===== config.mk =====
export PLATFORM = sky130hd
export DESIGN_NAME = antialiased_line_stepper
export DESIGN_NICKNAME = d
export VERILOG_FILES = /design/src/alsp_pkg.sv /design/src/als_queue.sv /design/src/als_front.sv /design/src/als_back.sv /design/src/antialiased_line_stepper.sv
export SDC_FILE = /design/constraint.sdc
export NUM_CORES = 2
export LEC_CHECK = 0
export BUFFER_PORTS_ARGS = -buffer_cell sky130_fd_sc_hd__buf_2
export CAP_MARGIN = 20
export CORE_AREA = 8 8 378 380
export DETAILED_ROUTE_END_ITERATION = 8
export DIE_AREA = 0 0 386 388
export GPL_TIMING_DRIVEN = 0
export PLACE_DENSITY = 0.72
export RECOVER_POWER = 50
export SYNTH_ARGS = -nofsm -noshare
export SYNTH_HDL_FRONTEND = slang
export SYNTH_SLANG_ARGS = --single-unit

===== constraint.sdc =====
create_clock -name i_clk -period 13.6 [get_ports i_clk]
set_input_delay 2.72 -clock i_clk [delete_from_list [all_inputs] [get_ports i_clk]]
set_output_delay 2.72 -clock i_clk [all_outputs]
set_load 0.01 [all_outputs]

===== src/alsp_pkg.sv =====
// ----------------------------------------------------------------------------
// alsp_pkg: shared types and constants for the antialiased line stepper
// Holds default widths, register indexes, reset values and the state types.
// ----------------------------------------------------------------------------
package alsp_pkg;

    // default geometry
    localparam int DEF_COORD_BITS = 16;
    localparam int DEF_FRAC_BITS  = 16;
    localparam int COLOR_BITS     = 24;

    // configuration port
    localparam int CFG_BITS     = 13;
    localparam int CFG_IDX_BITS = 1;
    localparam logic [CFG_IDX_BITS-1:0] CFG_FRAME_WIDTH  = 1'b0;
    localparam logic [CFG_IDX_BITS-1:0] CFG_FRAME_HEIGHT = 1'b1;
    localparam logic [CFG_BITS-1:0]     WIDTH_RESET      = 13'd640;
    localparam logic [CFG_BITS-1:0]     HEIGHT_RESET     = 13'd480;

    // item kinds on the input tuser
    typedef enum logic {
        ACT_START = 1'b0,
        ACT_STEP  = 1'b1
    } t_action;

    // front sequencer
    typedef enum logic [1:0] {
        FS_IDLE,
        FS_PREP,
        FS_DIV,
        FS_PUSH
    } t_front_state;

    // line progress in the back part
    typedef enum logic [1:0] {
        PH_IDLE,
        PH_SECOND,
        PH_INTERIOR
    } t_phase;

    // queue status seen by both sides
    typedef struct packed {
        logic full;
        logic empty;
    } t_q_status;

endpackage


===== src/als_queue.sv =====
// ----------------------------------------------------------------------------
// als_queue: short command queue between front and back
// Two-entry register queue; push and pop may happen in the same cycle.
// ----------------------------------------------------------------------------
module als_queue #(
    parameter int WIDTH = 8
) (
    input  logic                 i_clk,
    input  logic                 i_rst_n,
    input  logic                 i_push,
    input  logic [WIDTH-1:0]     i_wdata,
    input  logic                 i_pop,
    output logic [WIDTH-1:0]     o_rdata,
    output alsp_pkg::t_q_status  o_status
);
    import alsp_pkg::*;

    logic [WIDTH-1:0] r_mem [2];
    logic             r_wptr, n_wptr;
    logic             r_rptr, n_rptr;
    logic [1:0]       r_count, n_count;

    // pointer and fill count
    always_comb begin
        n_wptr  = r_wptr + i_push;
        n_rptr  = r_rptr + i_pop;
        n_count = r_count + 2'(i_push) - 2'(i_pop);
    end

    always_ff @(posedge i_clk) begin
        if (!i_rst_n) begin
            r_wptr  <= 1'b0;
            r_rptr  <= 1'b0;
            r_count <= 2'd0;
        end else begin
            r_wptr  <= n_wptr;
            r_rptr  <= n_rptr;
            r_count <= n_count;
        end
    end

    // storage
    always_ff @(posedge i_clk) begin
        if (i_push) begin
            r_mem[r_wptr] <= i_wdata;
        end
    end

    assign o_rdata        = r_mem[r_rptr];
    assign o_status.full  = r_count[1];
    assign o_status.empty = (r_count == 2'd0);

endmodule


===== src/als_front.sv =====
// ----------------------------------------------------------------------------
// als_front: item intake, line setup and slope division
// Steps pass straight to the queue; a start orders the endpoints and runs a
// restoring divider one quotient bit per cycle before pushing its command.
// ----------------------------------------------------------------------------
module als_front #(
    parameter int COORD_BITS = 16,
    parameter int FRAC_BITS  = 16,
    localparam int CMD_W = 4 * COORD_BITS + FRAC_BITS + 4 + alsp_pkg::COLOR_BITS
) (
    input  logic                                         i_clk,
    input  logic                                         i_rst_n,
    input  logic                                         i_in_valid,
    output logic                                         o_in_ready,
    input  logic                                         i_in_action,
    input  logic [4*COORD_BITS+alsp_pkg::COLOR_BITS-1:0] i_in_data,
    input  alsp_pkg::t_q_status                          i_q_status,
    output logic                                         o_push,
    output logic [CMD_W-1:0]                             o_cmd
);
    import alsp_pkg::*;

    localparam int CB    = COORD_BITS;
    localparam int QW    = COORD_BITS + 1 + FRAC_BITS;
    localparam int CNT_W = $clog2(QW + 1);
    localparam int SW    = FRAC_BITS + 2;

    t_front_state r_state, n_state;

    logic signed [CB-1:0] r_x1, r_y1, r_x2, r_y2;
    logic signed [CB:0]   r_dx0, r_dy0;
    logic [COLOR_BITS-1:0] r_color;
    logic                 r_steep, r_neg;
    logic [CB:0]          r_dvs;
    logic [CB+1:0]        r_rem;
    logic [QW-1:0]        r_quo;
    logic [CNT_W-1:0]     r_cnt;

    logic signed [CB-1:0] in_x1, in_y1, in_x2, in_y2;
    logic [CB:0]          adx, ady;
    logic                 steep, flip;
    logic signed [CB-1:0] maj1, min1, maj2, min2;
    logic signed [CB:0]   dmin;
    logic [CB+1:0]        trial;
    logic                 qbit;
    logic signed [SW-1:0] slope;
    logic [SW-1:0]        qmag;

    // input fields
    assign in_x1 = i_in_data[CB-1:0];
    assign in_y1 = i_in_data[2*CB-1:CB];
    assign in_x2 = i_in_data[3*CB-1:2*CB];
    assign in_y2 = i_in_data[4*CB-1:3*CB];

    // axis choice and endpoint order from the registered differences
    always_comb begin
        adx   = r_dx0[CB] ? (CB+1)'(-r_dx0) : r_dx0;
        ady   = r_dy0[CB] ? (CB+1)'(-r_dy0) : r_dy0;
        steep = ady > adx;
        maj1  = steep ? r_y1 : r_x1;
        min1  = steep ? r_x1 : r_y1;
        maj2  = steep ? r_y2 : r_x2;
        min2  = steep ? r_x2 : r_y2;
        flip  = steep ? r_dy0[CB] : r_dx0[CB];
        dmin  = steep ? r_dx0 : r_dy0;
    end

    // one restoring step
    always_comb begin
        trial = {r_rem[CB:0], r_quo[QW-1]};
        qbit  = trial >= {1'b0, r_dvs};
    end

    // slope from the quotient, one when the major span is zero
    always_comb begin
        qmag = SW'(r_quo[FRAC_BITS:0]);
        if (r_dvs == '0) begin
            slope = SW'(1) << FRAC_BITS;
        end else begin
            slope = r_neg ? SW'(-qmag) : qmag;
        end
    end

    // sequencer state
    always_ff @(posedge i_clk) begin
        if (!i_rst_n) begin
            r_state <= FS_IDLE;
        end else begin
            r_state <= n_state;
        end
    end

    // next state and handshakes
    always_comb begin
        n_state    = r_state;
        o_in_ready = 1'b0;
        o_push     = 1'b0;
        o_cmd      = '0;
        o_cmd[CMD_W-1] = 1'b0;
        case (r_state)
            FS_IDLE: begin
                o_in_ready = !i_q_status.full;
                o_cmd      = {1'b0, {(CMD_W-1){1'b0}}};
                if (i_in_valid && !i_q_status.full) begin
                    if (i_in_action == ACT_STEP) begin
                        o_push = 1'b1;
                    end else begin
                        n_state = FS_PREP;
                    end
                end
            end
            FS_PREP: begin
                n_state = FS_DIV;
            end
            FS_DIV: begin
                if (r_cnt == '0) begin
                    n_state = FS_PUSH;
                end
            end
            FS_PUSH: begin
                o_cmd = {1'b1, r_steep, r_x1, r_y1, r_x2, r_y2, slope, r_color};
                if (!i_q_status.full) begin
                    o_push  = 1'b1;
                    n_state = FS_IDLE;
                end
            end
            default: begin
                n_state = FS_IDLE;
            end
        endcase
    end

    // setup and divider datapath
    always_ff @(posedge i_clk) begin
        if (r_state == FS_IDLE && i_in_valid && o_in_ready) begin
            r_x1    <= in_x1;
            r_y1    <= in_y1;
            r_x2    <= in_x2;
            r_y2    <= in_y2;
            r_color <= i_in_data[4*CB+COLOR_BITS-1:4*CB];
            r_dx0   <= (CB+1)'($signed(in_x2)) - (CB+1)'($signed(in_x1));
            r_dy0   <= (CB+1)'($signed(in_y2)) - (CB+1)'($signed(in_y1));
        end
        if (r_state == FS_PREP) begin
            r_steep <= steep;
            r_x1    <= flip ? maj2 : maj1;
            r_y1    <= flip ? min2 : min1;
            r_x2    <= flip ? maj1 : maj2;
            r_y2    <= flip ? min1 : min2;
            r_neg   <= dmin[CB] ^ flip;
            r_dvs   <= steep ? ady : adx;
            r_rem   <= '0;
            r_quo   <= {(steep ? adx : ady), {FRAC_BITS{1'b0}}};
            r_cnt   <= CNT_W'(QW);
        end
        if (r_state == FS_DIV && r_cnt != '0) begin
            r_rem <= qbit ? trial - {1'b0, r_dvs} : trial;
            r_quo <= {r_quo[QW-2:0], qbit};
            r_cnt <= r_cnt - 1'b1;
        end
    end

endmodule


===== src/als_back.sv =====
// ----------------------------------------------------------------------------
// als_back: line stepping, shading and result register
// Holds the line state and frame size, turns each queued command into one
// pixel pair or empty result, and keeps it in an output register until taken.
// ----------------------------------------------------------------------------
module als_back #(
    parameter int COORD_BITS = 16,
    parameter int FRAC_BITS  = 16,
    localparam int CMD_W  = 4 * COORD_BITS + FRAC_BITS + 4 + alsp_pkg::COLOR_BITS,
    localparam int DATA_W = ((4 * COORD_BITS + 66 + 7) / 8) * 8
) (
    input  logic                              i_clk,
    input  logic                              i_rst_n,
    input  logic                              i_cfg_we,
    input  logic [alsp_pkg::CFG_IDX_BITS-1:0] i_cfg_index,
    input  logic [alsp_pkg::CFG_BITS-1:0]     i_cfg_wdata,
    input  logic [CMD_W-1:0]                  i_cmd,
    input  alsp_pkg::t_q_status               i_q_status,
    output logic                              o_pop,
    output logic                              o_valid,
    input  logic                              i_ready,
    output logic [DATA_W-1:0]                 o_data,
    output logic                              o_user,
    output logic                              o_last
);
    import alsp_pkg::*;

    localparam int CB  = COORD_BITS;
    localparam int F   = FRAC_BITS;
    localparam int SW  = F + 2;
    localparam int MW  = CB + 2;
    localparam int IW  = CB + F + 3;
    localparam int EW  = MW + CFG_BITS;
    localparam int RAW = 4 * CB + 66;

    // configuration registers
    logic [CFG_BITS-1:0] r_frame_width, r_frame_height;

    // line state
    t_phase               r_phase, n_phase;
    logic                 r_steep;
    logic [COLOR_BITS-1:0] r_color;
    logic signed [CB:0]   r_col_now;
    logic signed [CB-1:0] r_col_stop, r_far_row;
    logic signed [IW-1:0] r_icpt;
    logic signed [SW-1:0] r_slope;

    // output register
    logic              r_valid;
    logic [DATA_W-1:0] r_data;
    logic              r_user, r_last;

    // command fields
    logic                  c_start, c_steep;
    logic signed [CB-1:0]  c_x1, c_y1, c_x2, c_y2;
    logic signed [SW-1:0]  c_slope;
    logic [COLOR_BITS-1:0] c_color;

    logic                  e_valid, e_last, e_steep;
    logic [COLOR_BITS-1:0] e_color;
    logic signed [MW-1:0]  e_major, e_minor, nx, ny, fx, fy;
    logic [F:0]            e_bn, e_bf;
    logic [F-1:0]          frac;
    logic [7:0]            n_chan [3];
    logic [7:0]            f_chan [3];
    logic [F+9:0]          prod;
    logic                  near_in, far_in;
    logic [RAW-1:0]        e_raw;
    logic signed [CB+1:0]  col_next;

    assign {c_start, c_steep, c_x1, c_y1, c_x2, c_y2, c_slope, c_color} = i_cmd;

    assign o_pop = !i_q_status.empty && (!r_valid || i_ready);

    // frame test against the unwrapped coordinate
    function automatic logic in_axis(logic signed [MW-1:0] v, logic [CFG_BITS-1:0] lim);
        logic [EW-1:0] ve, le;
        ve = EW'(unsigned'(v));
        le = EW'(lim);
        return !v[MW-1] && (ve < le);
    endfunction

    // select what this command emits
    always_comb begin
        frac     = r_icpt[F-1:0];
        col_next = (CB+2)'(r_col_now) + 1'b1;
        e_valid  = 1'b1;
        e_last   = 1'b0;
        e_steep  = r_steep;
        e_color  = r_color;
        e_major  = MW'(r_col_now);
        e_minor  = MW'(r_icpt >>> F);
        e_bn     = (F+1)'(1) << (F - 1);
        e_bf     = '0;
        n_phase  = r_phase;
        if (c_start) begin
            e_steep = c_steep;
            e_color = c_color;
            e_major = MW'(c_x1);
            e_minor = MW'(c_y1);
            n_phase = PH_SECOND;
        end else begin
            case (r_phase)
                PH_SECOND: begin
                    e_major = MW'(r_col_stop);
                    e_minor = MW'(r_far_row);
                    e_last  = r_col_now >= (CB+1)'(r_col_stop);
                    n_phase = e_last ? PH_IDLE : PH_INTERIOR;
                end
                PH_INTERIOR: begin
                    e_bn    = ((F+1)'(1) << F) - (F+1)'(frac);
                    e_bf    = (F+1)'(frac);
                    e_last  = col_next >= (CB+2)'(r_col_stop);
                    n_phase = e_last ? PH_IDLE : PH_INTERIOR;
                end
                default: begin
                    e_valid = 1'b0;
                end
            endcase
        end
    end

    // pixel pair and shading
    always_comb begin
        nx = e_steep ? e_minor : e_major;
        ny = e_steep ? e_major : e_minor;
        fx = e_steep ? e_minor + 1'b1 : e_major;
        fy = e_steep ? e_major : e_minor + 1'b1;
        prod = '0;
        for (int k = 0; k < 3; k++) begin
            prod = (F+10)'(e_color[8*k +: 8]) * (F+10)'(e_bn) + ((F+10)'(1) << (F - 1));
            n_chan[k] = prod[F+7:F];
            prod = (F+10)'(e_color[8*k +: 8]) * (F+10)'(e_bf) + ((F+10)'(1) << (F - 1));
            f_chan[k] = prod[F+7:F];
        end
        near_in = in_axis(nx, r_frame_width) && in_axis(ny, r_frame_height);
        far_in  = in_axis(fx, r_frame_width) && in_axis(fy, r_frame_height);
        e_raw = {far_in, 8'hff, f_chan[2], f_chan[1], f_chan[0],
                 fy[CB-1:0], fx[CB-1:0],
                 near_in, 8'hff, n_chan[2], n_chan[1], n_chan[0],
                 ny[CB-1:0], nx[CB-1:0]};
    end

    // configuration writes
    always_ff @(posedge i_clk) begin
        if (!i_rst_n) begin
            r_frame_width  <= WIDTH_RESET;
            r_frame_height <= HEIGHT_RESET;
        end else if (i_cfg_we) begin
            case (i_cfg_index)
                CFG_FRAME_WIDTH:  r_frame_width  <= i_cfg_wdata;
                CFG_FRAME_HEIGHT: r_frame_height <= i_cfg_wdata;
                default: ;
            endcase
        end
    end

    // control state
    always_ff @(posedge i_clk) begin
        if (!i_rst_n) begin
            r_phase <= PH_IDLE;
            r_valid <= 1'b0;
        end else begin
            if (o_pop) begin
                r_phase <= n_phase;
                r_valid <= 1'b1;
            end else if (i_ready) begin
                r_valid <= 1'b0;
            end
        end
    end

    // line state and result payload
    always_ff @(posedge i_clk) begin
        if (o_pop) begin
            r_data <= e_valid ? DATA_W'(e_raw) : '0;
            r_user <= e_valid;
            r_last <= e_valid && e_last;
            if (c_start) begin
                r_steep    <= c_steep;
                r_color    <= c_color;
                r_col_now  <= (CB+1)'(c_x1) + 1'b1;
                r_col_stop <= c_x2;
                r_far_row  <= c_y2;
                r_slope    <= c_slope;
                r_icpt     <= (IW'(c_y1) <<< F) + IW'(c_slope);
            end else if (r_phase == PH_INTERIOR) begin
                r_col_now <= r_col_now + 1'b1;
                r_icpt    <= r_icpt + IW'(r_slope);
            end
        end
    end

    assign o_valid = r_valid;
    assign o_data  = r_data;
    assign o_user  = r_user;
    assign o_last  = r_last;

endmodule


===== src/antialiased_line_stepper.sv =====
// ----------------------------------------------------------------------------
// antialiased_line_stepper: Wu antialiased line generator
// Channel      Dir  Payload
// s_axis       in   tuser action, tdata start_x start_y end_x end_y line_color
// m_axis       out  tuser pair_valid, tlast last_pair, tdata pixel pair
// cfg          in   write enable, index, 13-bit data
// A step item is pushed to the queue in the same cycle it is accepted; results
// leave one per cycle when m_axis is ready and commands are queued. A start item
// passes the front part through setup, bit-serial slope division and the push.
// Reset is synchronous, active low; frame size returns to 640 x 480.
// Front and back meet in a two-entry queue, so each side stalls on its own.
// ----------------------------------------------------------------------------
module antialiased_line_stepper #(
    parameter int COORD_BITS = alsp_pkg::DEF_COORD_BITS,
    parameter int FRAC_BITS  = alsp_pkg::DEF_FRAC_BITS,
    localparam int IN_W   = ((4 * COORD_BITS + alsp_pkg::COLOR_BITS + 7) / 8) * 8,
    localparam int OUT_W  = ((4 * COORD_BITS + 66 + 7) / 8) * 8
) (
    input  logic                              i_clk,
    input  logic                              i_rst_n,
    input  logic                              s_axis_tvalid,
    output logic                              s_axis_tready,
    // start_x, start_y, end_x, end_y, line_color, zero fill
    input  logic [IN_W-1:0]                   s_axis_tdata,
    // action
    input  logic                              s_axis_tuser,
    output logic                              m_axis_tvalid,
    input  logic                              m_axis_tready,
    // near_x, near_y, near_color, near_write, far_x, far_y, far_color,
    // far_write, zero fill
    output logic [OUT_W-1:0]                  m_axis_tdata,
    // pair_valid
    output logic                              m_axis_tuser,
    output logic                              m_axis_tlast,
    input  logic                              i_cfg_we,
    input  logic [alsp_pkg::CFG_IDX_BITS-1:0] i_cfg_index,
    input  logic [alsp_pkg::CFG_BITS-1:0]     i_cfg_wdata
);
    import alsp_pkg::*;

    localparam int CMD_W   = 4 * COORD_BITS + FRAC_BITS + 4 + COLOR_BITS;
    localparam int NEAR_WR = 2 * COORD_BITS + 32;

    logic             push, pop;
    logic [CMD_W-1:0] cmd_in, cmd_out;
    t_q_status        q_status;

    // intake and setup
    als_front #(
        .COORD_BITS(COORD_BITS),
        .FRAC_BITS (FRAC_BITS)
    ) u_front (
        .i_clk      (i_clk),
        .i_rst_n    (i_rst_n),
        .i_in_valid (s_axis_tvalid),
        .o_in_ready (s_axis_tready),
        .i_in_action(s_axis_tuser),
        .i_in_data  (s_axis_tdata[4*COORD_BITS+COLOR_BITS-1:0]),
        .i_q_status (q_status),
        .o_push     (push),
        .o_cmd      (cmd_in)
    );

    // command queue
    als_queue #(
        .WIDTH(CMD_W)
    ) u_queue (
        .i_clk   (i_clk),
        .i_rst_n (i_rst_n),
        .i_push  (push),
        .i_wdata (cmd_in),
        .i_pop   (pop),
        .o_rdata (cmd_out),
        .o_status(q_status)
    );

    // stepping and output
    als_back #(
        .COORD_BITS(COORD_BITS),
        .FRAC_BITS (FRAC_BITS)
    ) u_back (
        .i_clk      (i_clk),
        .i_rst_n    (i_rst_n),
        .i_cfg_we   (i_cfg_we),
        .i_cfg_index(i_cfg_index),
        .i_cfg_wdata(i_cfg_wdata),
        .i_cmd      (cmd_out),
        .i_q_status (q_status),
        .o_pop      (pop),
        .o_valid    (m_axis_tvalid),
        .i_ready    (m_axis_tready),
        .o_data     (m_axis_tdata),
        .o_user     (m_axis_tuser),
        .o_last     (m_axis_tlast)
    );

`ifndef NO_ASSERTIONS
    // last marks only real pixel pairs
    a_last_is_pair: assert property (@(posedge i_clk) disable iff (!i_rst_n)
        m_axis_tvalid && m_axis_tlast |-> m_axis_tuser)
        else $error("last pair without pixel pair");

    // a near pixel write needs a pixel pair
    a_write_is_pair: assert property (@(posedge i_clk) disable iff (!i_rst_n)
        m_axis_tvalid && m_axis_tdata[NEAR_WR] |-> m_axis_tuser)
        else $error("near write without pixel pair");

    // a start transfer holds off intake while the slope is divided
    a_start_busy: assert property (@(posedge i_clk) disable iff (!i_rst_n)
        s_axis_tvalid && s_axis_tready && (s_axis_tuser == ACT_START) |=> !s_axis_tready)
        else $error("intake open during line setup");
`endif

endmodule


**Yosys cells after proc, flatten, opt, wreduce, memory -nomap -nowiden**

Memories as Yosys holds them, arrays and structs flattened. A register that Yosys moved wholly into a read port is not among the register bits.
Index checks and enable logic that the tools add are counted.

- Add/sub/neg operators: 24
- $mul: 6
- Divide/modulo/power cells: 0
- Magnitude comparators: 8
- Equality and inequality tests: 9
- Shift-type cells: 0
- Multiplexer cells: 74
- Bitwise gates (word level): 2
- Reduce and logical (&&, ||, !) cells: 37

Operator list:

| operator | count |
|---|---|
| 16-bit two-way mux | 17 |
| 17-bit two-way mux | 13 |
| 18-bit two-way mux | 10 |
| 24-bit by 16-bit adder with 24-bit output (second input constant) | 6 |
| 8-bit by 17-bit multiplier with 24-bit output | 6 |
| 129-bit two-way mux | 1 |
| 108-bit two-way mux | 1 |
| 18-bit by 13-bit less-than comparator with 1-bit output | 4 |
| 35-bit two-way mux | 2 |
| 33-bit two-way mux | 2 |
| 35-bit by 18-bit adder with 35-bit output | 1 |
| 17-bit negation | 2 |
| 16-bit by 16-bit subtractor with 17-bit output | 2 |
| 32-bit by 18-bit adder with 33-bit output | 1 |
| 24-bit two-way mux | 1 |
| 17-bit by 2-bit adder with 18-bit output (second input constant) | 1 |
| 18-bit by 1-bit adder with 18-bit output (second input constant) | 1 |
| 18-bit by 16-bit >= comparator with 1-bit output | 1 |
| 18-bit by 17-bit >= comparator with 1-bit output | 1 |
| 17-bit negation with 18-bit output | 1 |
| 16-bit by 2-bit adder with 17-bit output (second input constant) | 1 |
| 17-bit by 1-bit adder with 17-bit output (second input constant) | 1 |
| 17-bit by 16-bit >= comparator with 1-bit output | 1 |
| 17-bit > comparator | 1 |
| other kinds (30) | 82 |

- Flip-flop bits (word level): 497
- Latch bits: 0
- Memory bits (writable): 216
- ROM bits: 0
- Bits of input ports: 108
- Memories: 1

Memories:

| name | depth | width | rd ports | clocked after Yosys merged registers in | write ports | RTL line | source |
|---|---|---|---|---|---|---|---|
| u_queue.r_mem | 2 | 108 | 1 | 1 | 1 | als_queue.sv:18 | `logic [WIDTH-1:0] r_mem [2];` |

**Longest topological paths before layout**

- Word-level depth: 8
- Depth in mapped cells: 29
- Mapped depth without buffers: 27

**By module**

Synthesis repeated with hierarchy kept, for this count alone.

- Cells, all modules: 6207
- Area, all modules: 61925.6 µm²

Modules (own cells, without submodules):

| module | times used | cells an instance | area each (µm²) |
|---|---|---|---|
| als_back | 1 | 4406 | 39309.0 |
| als_front | 1 | 1444 | 14518.9 |
| als_queue | 1 | 357 | 8097.8 |

**Worst setup path after synthesis**

OpenSTA, ideal clock, no wires.

- Kind: in2reg
- From: input port m_axis_tready
- To: register u_queue.r_count[1]
- Library setup time: 0.115 ns
- Arrival: 10.256 ns
- Required time: 13.485 ns
- Slack: 3.229 ns
- Stages: 8
- Path buffers: 0
- Cells stage by stage: nor2b_1 nor2_1 ha_1 inv_1 ha_1 xnor2_1 xnor2_1 and2_1

- Word-level cells in the longest chain between the ends: 3

RTL lines:

| item | RTL line | source |
|---|---|---|
| start, declared | antialiased_line_stepper.sv:28 | `input logic m_axis_tready,` |
| 1-bit logical OR | als_back.sv:73 | `assign o_pop = !i_q_status.empty && (!r_valid \|\| i_ready);` |
| 1-bit logical AND | als_back.sv:73 |  |
| named net pop | antialiased_line_stepper.sv:44 | `logic push, pop;` |
| 2-bit by 1-bit subtractor with 2-bit output | als_queue.sv:27 | `n_count = r_count + 2'(i_push) - 2'(i_pop);` |
| end signal, assigned | als_queue.sv:38 | `r_count <= n_count;` |
| end, declared | als_queue.sv:21 | `logic [1:0] r_count, n_count;` |

The timed path passes the listed nets, and every way through them passes these cells.
A chain may end at the register's enable or synchronous reset.

==> run metrics <==
first-pass GRT wire length=285600 um; core box area=136600 um2; largest net degree at the start of global routing=65; Max Cap Viol=8; switching power total=6.627 mW; P_leak=29.01 nW; Post-synth top flop=edfxtp_1; Num Clock Sinks=691; VDD IR max=0.1336 mV; Tmin final=10510 ps; Sequential Power Share=0.282; effective utilization at floorplan=0.4473; Synth area leaders=edfxtp_1 (32%), fa_1 (17%), ha_1 (11%); fin util=0.4940; Design Power=14.07 mW; Cells after DPL=8299; switching share of power=0.4709; Setup Viol. Count Final=0; slowest CP cell=clkbuf_1; Combinational Power Share=0.554; hold path startpoint=u_back.r_frame_height[2]; Cells after Synth=6240; Final period util=0.7729; Cell Area, Synth=61110 um2; EDFF count, synth=655; GRT Total Usage=0.2483; DP Area=64980 um2; Largest delay share family, worst path=buffers and inverters; overall die width=386 um; critical path startpoint category=register; Yosys top cell area share=0.3218; vias in the first global route=47590; RSZ-0062 raised after global routing=false; Yosys Warn Count=0; clk_lat worst skew=680 ps; Critical Path AT=10860 ps; CTS Hold Buffers Added=0; Max Fclk=95.14 MHz; clock share of power=0.164; Post-DP HPWL=153600 um; Seq/Total Area, Yosys=0.3336; initial antenna violation count=7; die area=149800 um2; flop2flop setup slack=3090 ps; distinct cell type count after synthesis=88; Setup Fix Bufs, Post-CTS=0; number of DRC markers in iteration 0=4087; cell taking the most area after synthesis=edfxtp_1; share of layout cells above drive strength 1=0.07713; clock root buffer=clkbuf_16; Final Hold Fails=0; I/O pin cnt=248; violated checks=capacitance limit, slew limit; post-synthesis sequential element count=691; non-filler cells, final=8447; CP most frequent cell=clkbuf_1; CTS tree=yes; worst-path maximum fanout=10; vias per cell=5.581; clock skew=38.08 ps; nets=7750; vias=47150; CTS clk-pin slew, worst paths=50 ps; worst min path class=reg -> reg; Synth-to-Final Area Change=10.45%; CTS max path bufs=3; CP max stage delay=770 ps; CP endpoint kind=register; site row count=136; post-cts sizing count=0; final hold slack=462.8 ps; drt pass-1 iters=6; syn avg cell area=9.794 um2; Worst Path Buf+Inv=11; cell area after layout=67500 um2; Worst Tran Pin Value=4365 ps; H-tree level count=3; drt total wl=189400 um; ys async rst share=0; Routed Antenna Nets=0; drt wl/cell=22.42 um; Req. time, crit path=13950 ps; Buffers on Ports=240; Slew Limit Fails=236; CTS buffer count=80; Slew headroom=-1.910; power per cell area=208.5 nW/um2; Pint=7.447 mW; crit path kind=reg -> reg; height of the die=388 um; global route total overflow=0; DRC=0; status=complete, but fails checks; Placer Congestion=1.019
worst reg2reg max path, delay by kind of cell (launching register included):
| family | cells | cell delay [ps] |
|---|---|---|
| buffers and inverters | 11 | 4870 |
| adder cells (fa/ha/maj) | 5 | 2280 |
| AO/OA/AOI/OAI | 5 | 1320 |
| AND/OR/NAND/NOR | 6 | 930 |
| multiplexers | 1 | 480 |
| flip-flops | 1 | 310 |
state kept, by name, summed over array words and instances (netlist names), 17 cells and up, named ones only:
name,cells
u_back.o_data,115
u_back.r_col_now,17
u_back.r_color,24
u_back.r_icpt,34
u_back.r_slope,18
u_front.r_color,24
u_front.r_dvs,17
u_front.r_dx0,17
u_front.r_dy0,17
u_front.r_quo,33
u_front.r_rem,17
u_queue.r_mem,216
power by group through the flow:
stage                     Clock (mW)  Sequential (mW)  Combinational, mW
after floorplan                    0             3.90               5.02
after global placement             0             4.07               7.49
after detailed placement           0             3.97               7.72
after CTS                       2.34             3.93               7.77
after global routing            2.42             4.03               8.42
final                           2.31             3.97               7.79
cells by family (layout without fill, tap and decap cells):
logic type               Yosys count  after routing  share of synthesized area
AO/OA/AOI/OAI                    820            820                    0.08687
XOR/XNOR                         232            232                    0.03325
adder cells (fa/ha/maj)         1054           1054                     0.2794
buffers and inverters           1224           1630                    0.07907
flip-flops                       691            691                     0.3336
multiplexers                     238            238                    0.04156
other                              1              8                 0.00006136
AND/OR/NAND/NOR                 1980           1980                     0.1462
through the flow:
step / setup TNS [ps] / worst slack (ps)
after floorplan: 0 / 3229
after global placement: -2044 / -583.6
after detailed placement: 0 / 4895
after CTS: 0 / 4824
after global routing: 0 / 2505
final: 0 / 3089
worst paths after layout:
| path | to | depth (start not counted) |
|---|---|---|
| setup / recovery | u_back.o_data[52] | 28 |
| hold / removal | u_back.r_frame_height[2] | 2 |
| setup reg to reg | u_back.o_data[52] | 28 |
| hold reg to reg | u_back.r_frame_height[2] | 2 |
cell type report:
class                   count  area [um2]
fillers                 12500       69140
diodes                      2       5.005
plain buffers             324        1370
multi-input cells        4330       35920
flip-flops and latches    691       20390
well taps                1794        2245
clock buffers              96        2187
repair buffers            261        1361
inverters                 900        3381
clock inverters            49       640.6
synth_stat cells (44+ instances only):
library cell and count:
edfxtp_1 655, clkbuf_1 219, a21o_1 55, and2_1 169
o21ai_0 146, and3_1 57, ha_1 536, o21a_1 59
xnor2_1 122, nor3_1 86, nor2_1 923, nand2_1 436
nand3_1 79, a21oi_1 243, xor2_1 110, inv_1 893
buf_2 52, nor2b_1 44, fa_1 518, mux2i_1 142
mux2_2 87
cells in the final DEF, fill, tap and decap left out, types with 110 or more instances in the layout:
cell type / netlist / final
a21oi_1: 243 / 243
and2_0: 1 / 114
buf_2: 52 / 242
clkbuf_1: 219 / 300
edfxtp_1: 655 / 655
fa_1: 518 / 518
ha_1: 536 / 534
inv_1: 893 / 897
mux2i_1: 142 / 143
nand2_1: 436 / 436
nor2_1: 923 / 923
o21ai_0: 146 / 146
xnor2_1: 122 / 122
xor2_1: 110 / 110
per-layer routing:
layer | GRT usage | vias to the layer above | share of wire | routed length, um
met1 | 0.3122 | 23020 | 0.39 | 73740
met5 | 0 | - | 0.000069 | 13
li1 | - | 21450 | - | -
met2 | 0.4078 | 2173 | 0.46 | 87870
met4 | 0.1292 | 2 | 0.062 | 11810
met3 | 0.04473 | 503 | 0.084 | 15920
Note: power is estimated with default switching activity, not from simulation.
